<file path="config.mk">
export PLATFORM = sky130hd
export DESIGN_NAME = manchester_frame_receiver_unit
export DESIGN_NICKNAME = d
export VERILOG_FILES = /design/src/rtl/core/mfr_pkg.sv /design/src/rtl/core/manchester_frame_receiver_unit.sv
export SDC_FILE = /design/constraint.sdc
export NUM_CORES = 1
export LEC_CHECK = 0
export BUFFER_PORTS_ARGS = -buffer_cell sky130_fd_sc_hd__buf_2
export CAP_MARGIN = 20
export CORE_ASPECT_RATIO = 0.8
export CORE_MARGIN = 4
export CORE_UTILIZATION = 36
export DETAILED_ROUTE_END_ITERATION = 16
export PLACE_DENSITY_LB_ADDON = 0.1
export SETUP_SLACK_MARGIN = 0.15
export SLEW_MARGIN = 20
export SYNTH_ARGS = -nofsm -noshare
export SYNTH_HDL_FRONTEND = slang
export SYNTH_SLANG_ARGS = --single-unit
</file>
<file path="constraint.sdc">
create_clock -name clk -period 9.1 [get_ports clk]
set_clock_uncertainty 0.1 [all_clocks]
set_input_delay 0.455 -clock clk [delete_from_list [all_inputs] [get_ports clk]]
set_output_delay 0.455 -clock clk [all_outputs]
set_load 0.01 [all_outputs]
</file>
<file path="src/rtl/core/mfr_pkg.sv">
// Shared types, codes and decode functions of the Manchester frame receiver.
package mfr_pkg;

	localparam logic [2:0] ST_OK       = 3'd0;
	localparam logic [2:0] ST_TIMEOUT  = 3'd1;
	localparam logic [2:0] ST_CORRUPT  = 3'd2;
	localparam logic [2:0] ST_DEST     = 3'd3;
	localparam logic [2:0] ST_SOURCE   = 3'd4;
	localparam logic [2:0] ST_CHECKSUM = 3'd5;

	localparam logic KIND_PAYLOAD = 1'b0;
	localparam logic KIND_STATUS  = 1'b1;

	localparam logic [1:0] REG_OWN_ADDRESS  = 2'd0;
	localparam logic [1:0] REG_PEER_ADDRESS = 2'd1;
	localparam logic [1:0] REG_HUNT_LIMIT   = 2'd2;

	localparam logic [7:0] HUNT_LIMIT_RESET = 8'd10;

	typedef struct packed {
		logic       kind;
		logic [7:0] payload;
		logic [2:0] status;
		logic [7:0] length;
	} mfr_result_t;

	// Each pair contributes (pair - 1); the lowest pair carries the most weight.
	// The sum wraps at 8 bits, so pairs 00 and 11 fold in as -1 and +2.
	function automatic logic [7:0] decode_half(input logic [7:0] b);
		logic [7:0] v;
		v = {3'b000, b[1:0], 3'b000} + {4'b0000, b[3:2], 2'b00}
			+ {5'b00000, b[5:4], 1'b0} + {6'b000000, b[7:6]} - 8'd15;
		return v;
	endfunction

	// A byte is valid when every pair is 01 or 10.
	function automatic logic pairs_valid(input logic [7:0] b);
		return (b[7] ^ b[6]) & (b[5] ^ b[4]) & (b[3] ^ b[2]) & (b[1] ^ b[0]);
	endfunction

endpackage

</file>
<file path="src/rtl/core/manchester_frame_receiver_unit.sv">
// Top level of the Manchester frame receiver: byte decode, frame sequencer and result buffer.
// The receiver takes one Manchester-coded UART byte per beat and can accept a beat in every
// clock cycle. Two bytes form one frame byte (high half first). A frame is destination,
// source, length, payload and an 8-bit additive checksum; each payload byte gives one
// payload result and the frame closes with one status result, as do timeout and errors.
// All decode, compare and sum logic for a beat sits between the frame state registers and
// a two-entry result buffer, so a result is buffered at the edge that takes its beat; input
// beats keep flowing while one result waits for the consumer; in_ready drops only when
// both buffer entries are full. The APB registers (own_address at 0x0, peer_address at
// 0x4, hunt_limit at 0x8) take effect at once and should be written while the block idles.
module manchester_frame_receiver_unit (
	input  logic        clk,
	input  logic        arst_n,
	input  logic        psel,
	input  logic        penable,
	input  logic        pwrite,
	input  logic [3:0]  paddr,
	input  logic [31:0] pwdata,
	output logic [31:0] prdata,
	output logic        pready,
	input  logic        in_valid,
	output logic        in_ready,
	input  logic [7:0]  rx_byte,
	output logic        out_valid,
	input  logic        out_ready,
	output logic        result_kind,
	output logic [7:0]  payload_byte,
	output logic [2:0]  end_status,
	output logic [7:0]  received_length
);

	localparam logic [3:0] PH_HUNT   = 4'd0;
	localparam logic [3:0] PH_DST_LO = 4'd1;
	localparam logic [3:0] PH_SRC_HI = 4'd2;
	localparam logic [3:0] PH_SRC_LO = 4'd3;
	localparam logic [3:0] PH_LEN_HI = 4'd4;
	localparam logic [3:0] PH_LEN_LO = 4'd5;
	localparam logic [3:0] PH_PAY_HI = 4'd6;
	localparam logic [3:0] PH_PAY_LO = 4'd7;
	localparam logic [3:0] PH_SUM_HI = 4'd8;
	localparam logic [3:0] PH_SUM_LO = 4'd9;

	logic [7:0] own_address_q;
	logic [7:0] peer_address_q;
	logic [7:0] hunt_limit_q;

	logic [3:0] frame_phase_q;
	logic [7:0] hunt_count_q;
	logic [7:0] high_half_q;
	logic [7:0] running_sum_q;
	logic [7:0] expected_length_q;
	logic [7:0] bytes_seen_q;

	logic [3:0] frame_phase_d;
	logic [7:0] hunt_count_d;
	logic [7:0] high_half_d;
	logic [7:0] running_sum_d;
	logic [7:0] expected_length_d;
	logic [7:0] bytes_seen_d;

	logic                 main_valid_q;
	logic                 skid_valid_q;
	mfr_pkg::mfr_result_t main_q;
	mfr_pkg::mfr_result_t skid_q;

	logic                 res_valid;
	mfr_pkg::mfr_result_t res;

	logic       accept;
	logic       pop;
	logic       push;
	logic       cfg_write;
	logic [7:0] half;
	logic [7:0] full;
	logic [7:0] count_inc;
	logic [7:0] seen_inc;
	logic       byte_ok;

	assign pready    = 1'b1;
	assign cfg_write = psel & penable & pwrite;
	assign in_ready  = ~skid_valid_q;
	assign accept    = in_valid & in_ready;
	assign pop       = main_valid_q & out_ready;
	assign push      = accept & res_valid;

	assign half      = mfr_pkg::decode_half(rx_byte);
	assign full      = {high_half_q[3:0], 4'b0000} + half;
	assign byte_ok   = mfr_pkg::pairs_valid(rx_byte);
	assign count_inc = hunt_count_q + 8'd1;
	assign seen_inc  = bytes_seen_q + 8'd1;

	always_ff @(posedge clk or negedge arst_n) begin
		if (!arst_n) begin
			own_address_q  <= '0;
			peer_address_q <= '0;
			hunt_limit_q   <= mfr_pkg::HUNT_LIMIT_RESET;
		end else if (cfg_write) begin
			unique case (paddr[3:2])
				mfr_pkg::REG_OWN_ADDRESS:  own_address_q  <= pwdata[7:0];
				mfr_pkg::REG_PEER_ADDRESS: peer_address_q <= pwdata[7:0];
				mfr_pkg::REG_HUNT_LIMIT:   hunt_limit_q   <= pwdata[7:0];
				default: ;
			endcase
		end
	end

	always_comb begin
		unique case (paddr[3:2])
			mfr_pkg::REG_OWN_ADDRESS:  prdata = {24'd0, own_address_q};
			mfr_pkg::REG_PEER_ADDRESS: prdata = {24'd0, peer_address_q};
			mfr_pkg::REG_HUNT_LIMIT:   prdata = {24'd0, hunt_limit_q};
			default:                   prdata = '0;
		endcase
	end

	always_comb begin
		frame_phase_d     = frame_phase_q;
		hunt_count_d      = hunt_count_q;
		high_half_d       = high_half_q;
		running_sum_d     = running_sum_q;
		expected_length_d = expected_length_q;
		bytes_seen_d      = bytes_seen_q;
		res_valid         = 1'b0;
		res.kind          = mfr_pkg::KIND_STATUS;
		res.payload       = '0;
		res.status        = mfr_pkg::ST_OK;
		res.length        = '0;

		unique case (frame_phase_q)
			PH_HUNT: begin
				if (count_inc > hunt_limit_q) begin
					res_valid  = 1'b1;
					res.status = mfr_pkg::ST_TIMEOUT;
				end else begin
					hunt_count_d = count_inc;
					if (byte_ok) begin
						high_half_d   = half;
						frame_phase_d = PH_DST_LO;
					end
				end
			end
			PH_DST_LO: begin
				if (!byte_ok) begin
					res_valid  = 1'b1;
					res.status = mfr_pkg::ST_CORRUPT;
				end else if (full != own_address_q) begin
					res_valid  = 1'b1;
					res.status = mfr_pkg::ST_DEST;
				end else begin
					running_sum_d = full;
					frame_phase_d = PH_SRC_HI;
				end
			end
			PH_SRC_HI, PH_LEN_HI, PH_PAY_HI, PH_SUM_HI: begin
				high_half_d   = half;
				frame_phase_d = frame_phase_q + 4'd1;
			end
			PH_SRC_LO: begin
				if (full != peer_address_q) begin
					res_valid  = 1'b1;
					res.status = mfr_pkg::ST_SOURCE;
				end else begin
					running_sum_d = running_sum_q + full;
					frame_phase_d = PH_LEN_HI;
				end
			end
			PH_LEN_LO: begin
				running_sum_d     = running_sum_q + full;
				expected_length_d = full;
				bytes_seen_d      = '0;
				frame_phase_d     = (full == 8'd0) ? PH_SUM_HI : PH_PAY_HI;
			end
			PH_PAY_LO: begin
				running_sum_d = running_sum_q + full;
				bytes_seen_d  = seen_inc;
				frame_phase_d = (seen_inc == expected_length_q) ? PH_SUM_HI : PH_PAY_HI;
				res_valid     = 1'b1;
				res.kind      = mfr_pkg::KIND_PAYLOAD;
				res.payload   = full;
			end
			PH_SUM_LO: begin
				res_valid = 1'b1;
				if (full != running_sum_q) begin
					res.status = mfr_pkg::ST_CHECKSUM;
				end else begin
					res.length = expected_length_q;
				end
			end
			default: begin
				frame_phase_d = PH_HUNT;
				hunt_count_d  = '0;
			end
		endcase

		// Every status result sends the sequencer back to hunting with a fresh count.
		if (res_valid && res.kind == mfr_pkg::KIND_STATUS) begin
			frame_phase_d = PH_HUNT;
			hunt_count_d  = '0;
		end
	end

	always_ff @(posedge clk or negedge arst_n) begin
		if (!arst_n) begin
			frame_phase_q     <= PH_HUNT;
			hunt_count_q      <= '0;
			high_half_q       <= '0;
			running_sum_q     <= '0;
			expected_length_q <= '0;
			bytes_seen_q      <= '0;
		end else if (accept) begin
			frame_phase_q     <= frame_phase_d;
			hunt_count_q      <= hunt_count_d;
			high_half_q       <= high_half_d;
			running_sum_q     <= running_sum_d;
			expected_length_q <= expected_length_d;
			bytes_seen_q      <= bytes_seen_d;
		end
	end

	// Two-entry result buffer; the skid entry only fills while the main entry is stalled.
	always_ff @(posedge clk or negedge arst_n) begin
		if (!arst_n) begin
			main_valid_q <= 1'b0;
			skid_valid_q <= 1'b0;
		end else if (pop) begin
			if (skid_valid_q) begin
				skid_valid_q <= 1'b0;
			end else begin
				main_valid_q <= push;
			end
		end else if (push) begin
			if (main_valid_q) begin
				skid_valid_q <= 1'b1;
			end else begin
				main_valid_q <= 1'b1;
			end
		end
	end

	always_ff @(posedge clk) begin
		if (pop) begin
			main_q <= skid_valid_q ? skid_q : res;
		end else if (push) begin
			if (main_valid_q) begin
				skid_q <= res;
			end else begin
				main_q <= res;
			end
		end
	end

	assign out_valid       = main_valid_q;
	assign result_kind     = main_q.kind;
	assign payload_byte    = main_q.payload;
	assign end_status      = main_q.status;
	assign received_length = main_q.length;

endmodule

</file>
### Word-level counts from Yosys, hierarchy flattened

Index checks and enable logic that the tools add are counted.

* flip-flop bits (word level): 106
* bits in latches: 0
* RAM bits: 0
* memory bits (read-only): 0
* bits of input ports: 51
* output and inout port bits: 55
* logic and storage cells: 143
* memories kept: 0

* add/subtract/negate cells: 9
* multiply operators: 0
* divide/modulo/power cells: 0
* order comparisons: 1
* equality and inequality tests: 29
* shift-type cells: 0
* muxes and demuxes: 45
* bitwise logic cells: 14
* reductions and logical operators: 26

Operators with widths (count)
* $mux 20: 4
* $mux 8: 7
* $pmux 8 s3: 2
* $mux 4: 10
* $pmux 8 s2: 2
* $pmux 4 s7: 1
* $ne 8x8->1: 3
* $add 8x1->8 const B: 2
* $add 8x8->8: 2
* $eq 4x3->1 const B: 4
* $reduce_and 2->1: 8
* $ne 3x3->1 const B: 5
* $ne 2x2->1 const B: 7
* $pmux 3 s4: 1
* $mux 1: 11
* $mux 9: 1
* $reduce_or 9->1: 1
* $add 7x2->8: 1
* $and 1x1->1: 8
* $eq 4x2->1 const B: 2
* $eq 4x4->1 const B: 2
* $eq 8x8->1: 1
* $gt 8x8->1: 1
* $logic_not 8->1: 1
* 25 further kinds: 37

### Depth between registers and ports, before layout

* depth in word-level cells: 12
* depth in mapped cells: 17
* gate-level depth less buffers: 16

### Least setup slack after synthesis

No wires, ideal clock.

* path type: input port to flip-flop
* start point: input port rx_byte[4]
* end point: register skid_q[0] (netlist bit), enable pin
* arrival: 5.254 ns
* data required time: 8.545 ns
* slack: 3.291 ns
* cell stages on the path: 15
* path buffers: 0
* path through: fa_1 > a21oi_1 > nor2_1 > nor2_1 > xor2_1 > ha_1 > inv_1 > fa_1 > xor2_1 > xnor2_1 > nor4_1 > a31o_2 > nand4_4 > nor2_1 > nor4b_1

* longest elaborated chain between the ends: 10
* elaborated cells between the ends (all ways): 16
* those cells by class: add/sub: 4; eq/ne: 2; mux: 4; bitwise: 5; reduce/logical: 1

RTL lines
* start, declared: line manchester_frame_receiver_unit.sv:23 `input logic [7:0] rx_byte,`
* $add 6x3->7: line mfr_pkg.sv:32 `+ {5'b00000, b[5:4], 1'b0} + {6'b000000, b[7:6]} - 8'd15;`
* $add 7x2->8: line mfr_pkg.sv:32
* $sub 8x4->8: line mfr_pkg.sv:32
* $add 8x8->8: line manchester_frame_receiver_unit.sv:87 `assign full = {high_half_q[3:0], 4'b0000} + half;`
* $ne 8x8->1: line manchester_frame_receiver_unit.sv:146 `end else if (full != own_address_q) begin`
* $mux 1: line manchester_frame_receiver_unit.sv:146
* $mux 1: line manchester_frame_receiver_unit.sv:143 `if (!byte_ok) begin`
* $pmux 1 s4 *: line manchester_frame_receiver_unit.sv:129 `unique case (frame_phase_q)`
* $and 1x1->1 *: line manchester_frame_receiver_unit.sv:84 `assign push = accept & res_valid;`
* $reduce_and 3->1 (no source line) *
* end signal, assigned: line manchester_frame_receiver_unit.sv:245 `skid_q <= res;`
* end, declared: line manchester_frame_receiver_unit.sv:64 `mfr_pkg::mfr_result_t skid_q;`

Mark *: on every way between the ends. The rest lies on a longest branch, timed or not.
A chain may end at the register's enable or synchronous reset.

### Final worst setup path

* start point: input port rx_byte[6]
* end point: register main_q (netlist bit end_status[1]), enable pin

* longest elaborated chain between the ends: 10
* elaborated cells between the ends (all ways): 16
* those cells by class: add/sub: 3; eq/ne: 2; mux: 4; bitwise: 5; reduce/logical: 2

RTL lines
* $add 7x2->8: line mfr_pkg.sv:32
* $sub 8x4->8: line mfr_pkg.sv:32
* $add 8x8->8: line manchester_frame_receiver_unit.sv:87
* $ne 8x8->1: line manchester_frame_receiver_unit.sv:146
* $mux 1: line manchester_frame_receiver_unit.sv:146
* $mux 1: line manchester_frame_receiver_unit.sv:143
* $pmux 1 s4 *: line manchester_frame_receiver_unit.sv:129
* $and 1x1->1 *: line manchester_frame_receiver_unit.sv:84
* $reduce_bool 2->1 (no source line) *
* $reduce_and 2->1 (no source line) *
* end signal, assigned: line manchester_frame_receiver_unit.sv:242 `main_q <= skid_valid_q ? skid_q : res;`
* end signal, assigned: line manchester_frame_receiver_unit.sv:247 `main_q <= res;`
* end, declared: line manchester_frame_receiver_unit.sv:63 `mfr_pkg::mfr_result_t main_q;`

Marked as above.

==> summary.txt <==
Layout
  • Commonest non-fill, non-tap cell in the layout: dfrtp_1
  • Layout fillers: ~1600
  • Layout area overhead: 11.3%
  • Final Instance Area: ~7000 um^2
  • Share of cells above drive strength 1: about a fifth
  • Most frequent cells in the layout: 64 x dfrtp_1, 59 x nand2_1, 57 x o21ai_0, 54 x buf_2, 40 x edfxtp_1
  • Nets: around 740
  • Inserted Diodes: 0

Floorplanning
  • Chip width: 156 um
  • Initial Util: 37.3%
  • Area of the core: 16900 um^2
  • Die area: 19700 um^2
  • # IOs: 106
  • Row cnt: 42
  • Die Span Y: between 100 and 150 um

Yosys
  • Post-synth EDFFs: 40
  • Post-synthesis cell type count: 60
  • Mapped Cells: roughly 600
  • Post-synthesis cell area: 6300 um^2
  • Yosys warns: 0
  • Most common flop cell mapped by yosys: dfrtp_1
  • Synth async-reset ratio: 62.3%
  • Average size of a mapped cell: 10.4 um^2
  • Sequential element share of the synthesized area: 45.3%
  • Yosys reg bits: around 110

Critical path
  • Crit path launch type: input port
  • R2R setup slack: 5.17 ns
  • Endpoint class of the critical path: flip-flop
  • Setup CP Type: input port to flip-flop
  • R2R depth: 10
  • CP startpoint: rx_byte[6]
  • Critical Path Fanout Max: 20
  • R2R Path Start: high_half_q[0]
  • Worst EP required: 8.98 ns
  • Crit path to: end_status[1]
  • FF-to-FF End: end_status[1]
  • Crit path arrival time: about 4.8 ns

STA
  • Max Fclk: approximately 0.21 GHz
  • Slew headroom: between 20% and 30%
  • Fin Setup TNS: 0 ns
  • Final Max Tran Viols: 0
  • Tcrit/Tclk final: 53.5%
  • Hold slack: 0.207 ns
  • Final setup viols: 0
  • Tightest Pin Transition: 1.08 ns
  • RSZ-0062 raised after global routing: false
  • Fin. Hold Viols: 0
  • Period minus WS final: ~4.9 ns

Detailed routing
  • Total routed wirelength: between 10000 and 15000 um
  • Pre-Repair DR Iteration Count: 6
  • Routed len/inst: between 15 and 20 um
  • Post-route ant nets: 0
  • Number of vias in the routed layout: approximately 4400
  • DRC: 0
  • DR iter-0 viols: between 200 and 300
  • Routed vias/inst: slightly above 5

Clock tree
  • TritonCTS Sinks: roughly 110
  • CTS Buf Count: 9
  • Worst-skew pair later-pin latency: 0.35 ns
  • Cts hold-fix bufs: 0
  • H-tree depth: 3
  • Root Driver: clkbuf_16
  • CTS max path bufs: 2
  • Worst-path clk slew: roughly 0.070 ns
  • CTS tree: built
  • Post-CTS Resized: 0
  • Post-CTS Setup Repair Bufs: 0

Outcome
  • Status: completed

Placed design
  • Placer Congestion: 0.803
  • Post-DP HPWL: 11100 um
  • Port Buf Inserts: 54
  • Placed Area: 6720 um^2

Global routing
  • GR Util All Layers: 15.5%
  • Antenna violations before repair: 0
  • GR Overflow Total: 0
  • Pin count of the biggest net entering global routing: 67
  • Number of global-route vias before repair: ~4500
  • Global-route wire length before repair: ~24000 um

Power
  • PD cells: between 200 and 300 nW/um^2
  • Clock power frac: 20.2%
  • Peak supply drop: approximately 0.1 mV
  • Switching power: ~0.71 mW
  • Switching share of power: 38.9%
  • Reg power frac: between 30% and 40%
  • Internal power: 1.12 mW
  • Pleak: 3.02 nW
  • Logic pwr share: roughly two fifths

Min path
  • Type of the most critical hold path: input port to async pin

Flow run
  • Max_cap viols: 0
-- power by group through the flow --
stage	registers (mW)	clock network, mW	logic, mW
floorplan	0.694	0	0.568
global route	0.716	0.406	0.862
finish	0.700	0.372	0.767
detailed placement	0.709	0	0.767
CTS	0.700	0.388	0.772
global placement	0.705	0	0.752
-- how the worst min path moves through the flow --
stage	to	slack, ns	cells after the start
after floorplan	bytes_seen_q[0]	0.06	0
after global placement	high_half_q[2]	0.37	2
after detailed placement	running_sum_q[6]	0.39	2
after CTS	hunt_limit_q[1]	0.24	3
after global routing	hunt_limit_q[1]	0.27	3
final	high_half_q[0]	0.21	2
-- synthesized netlist by cell type, types with 6 or more instances --
cell       n  share of area, %
dfrtp_1   64                25
nand2_1   59               3.5
o21ai_0   57               4.5
edfxtp_1  40                19
mux2_2    38               6.8
nor2_1    36               2.1
xnor2_1   32               4.4
inv_1     30               1.8
ha_1      28               5.6
buf_4     25               3.0
a21oi_1   19               1.5
and2_1    15               1.5
clkbuf_1  15              0.89
mux2i_1   12               1.9
xor2_1    12               1.7
nand3_1   11              0.87
nor3_1     9              0.71
a22o_1     7              0.97
a21o_1     6              0.71
and3_1     6              0.60
nand2b_1   6              0.60
o31ai_1    6              0.71
-- worst max-delay path, cell delays in order --
cell and delay (ns):
buf_2 0.21, fa_1 0.46, a21oi_1 0.17, nor2_1 0.07, nor2_1 0.11, xor2_1 0.16, ha_1 0.19, inv_1 0.05
fa_1 0.37, xor2_1 0.73, xnor2_1 0.20, nor4_1 0.10, a31o_2 0.30, nand4_4 0.18, nor2_1 0.14, o31ai_4 0.84
-- metrics by stage --
stage	setup WS (ns)	total power [mW]	utilization [%]	std cells
after CTS	4.07	1.86	41.5	880
after global routing	3.82	1.98	41.6	880
after detailed placement	3.71	1.48	39.8	864
after floorplan	3.29	1.26	-	631
after global placement	3.82	1.46	39.8	864
final	4.23	1.84	41.6	880
-- registers in the layout, indices dropped and copies added (netlist names) --
signal,flops
expected_length_q,8
hunt_count_q,8
hunt_limit_q,8
skid_q,20
running_sum_q,8
bytes_seen_q,8
end_status,3
result_kind,1
out_valid,1
high_half_q,4
own_address_q,8
payload_byte,8
peer_address_q,8
skid_valid_q,1
frame_phase_q,4
received_length,8
-- layer usage --
metal | wire length (um) | vias to the layer above | GRT usage (%)
met2 | 6350 | 90 | 22.9
li1 | - | 2193 | -
met4 | 119 | 0 | 2.93
met3 | 640 | 9 | 3.75
met1 | 7750 | 2151 | 23.4
met5 | 0 | - | 0
-- area by class of cell --
class	instances	area (um^2)	area share (%)
timing repair buffer	58	300	4.28
multi-input combinational	449	3180	45.4
inverter	31	118	1.68
clock buffer	10	229	3.27
sequential	106	2860	40.7
clock inverter	6	50.0	0.714
tap	220	275	3.93
-- logic make-up (layout without fill, tap and decap cells) --
kind of cell    Yosys count  after routing  share of synthesized area (%)
buf+inv                  76            105                           6.18
other cells               2             25                          0.119
simple gates            168            168                           13.0
fa+ha+maj                31             31                           6.51
compound gates          128            128                           13.1
flops                   106            106                           45.3
mux                      51             51                           8.94
xor+xnor                 46             46                           6.85
Power figures use the tool's default switching activity.
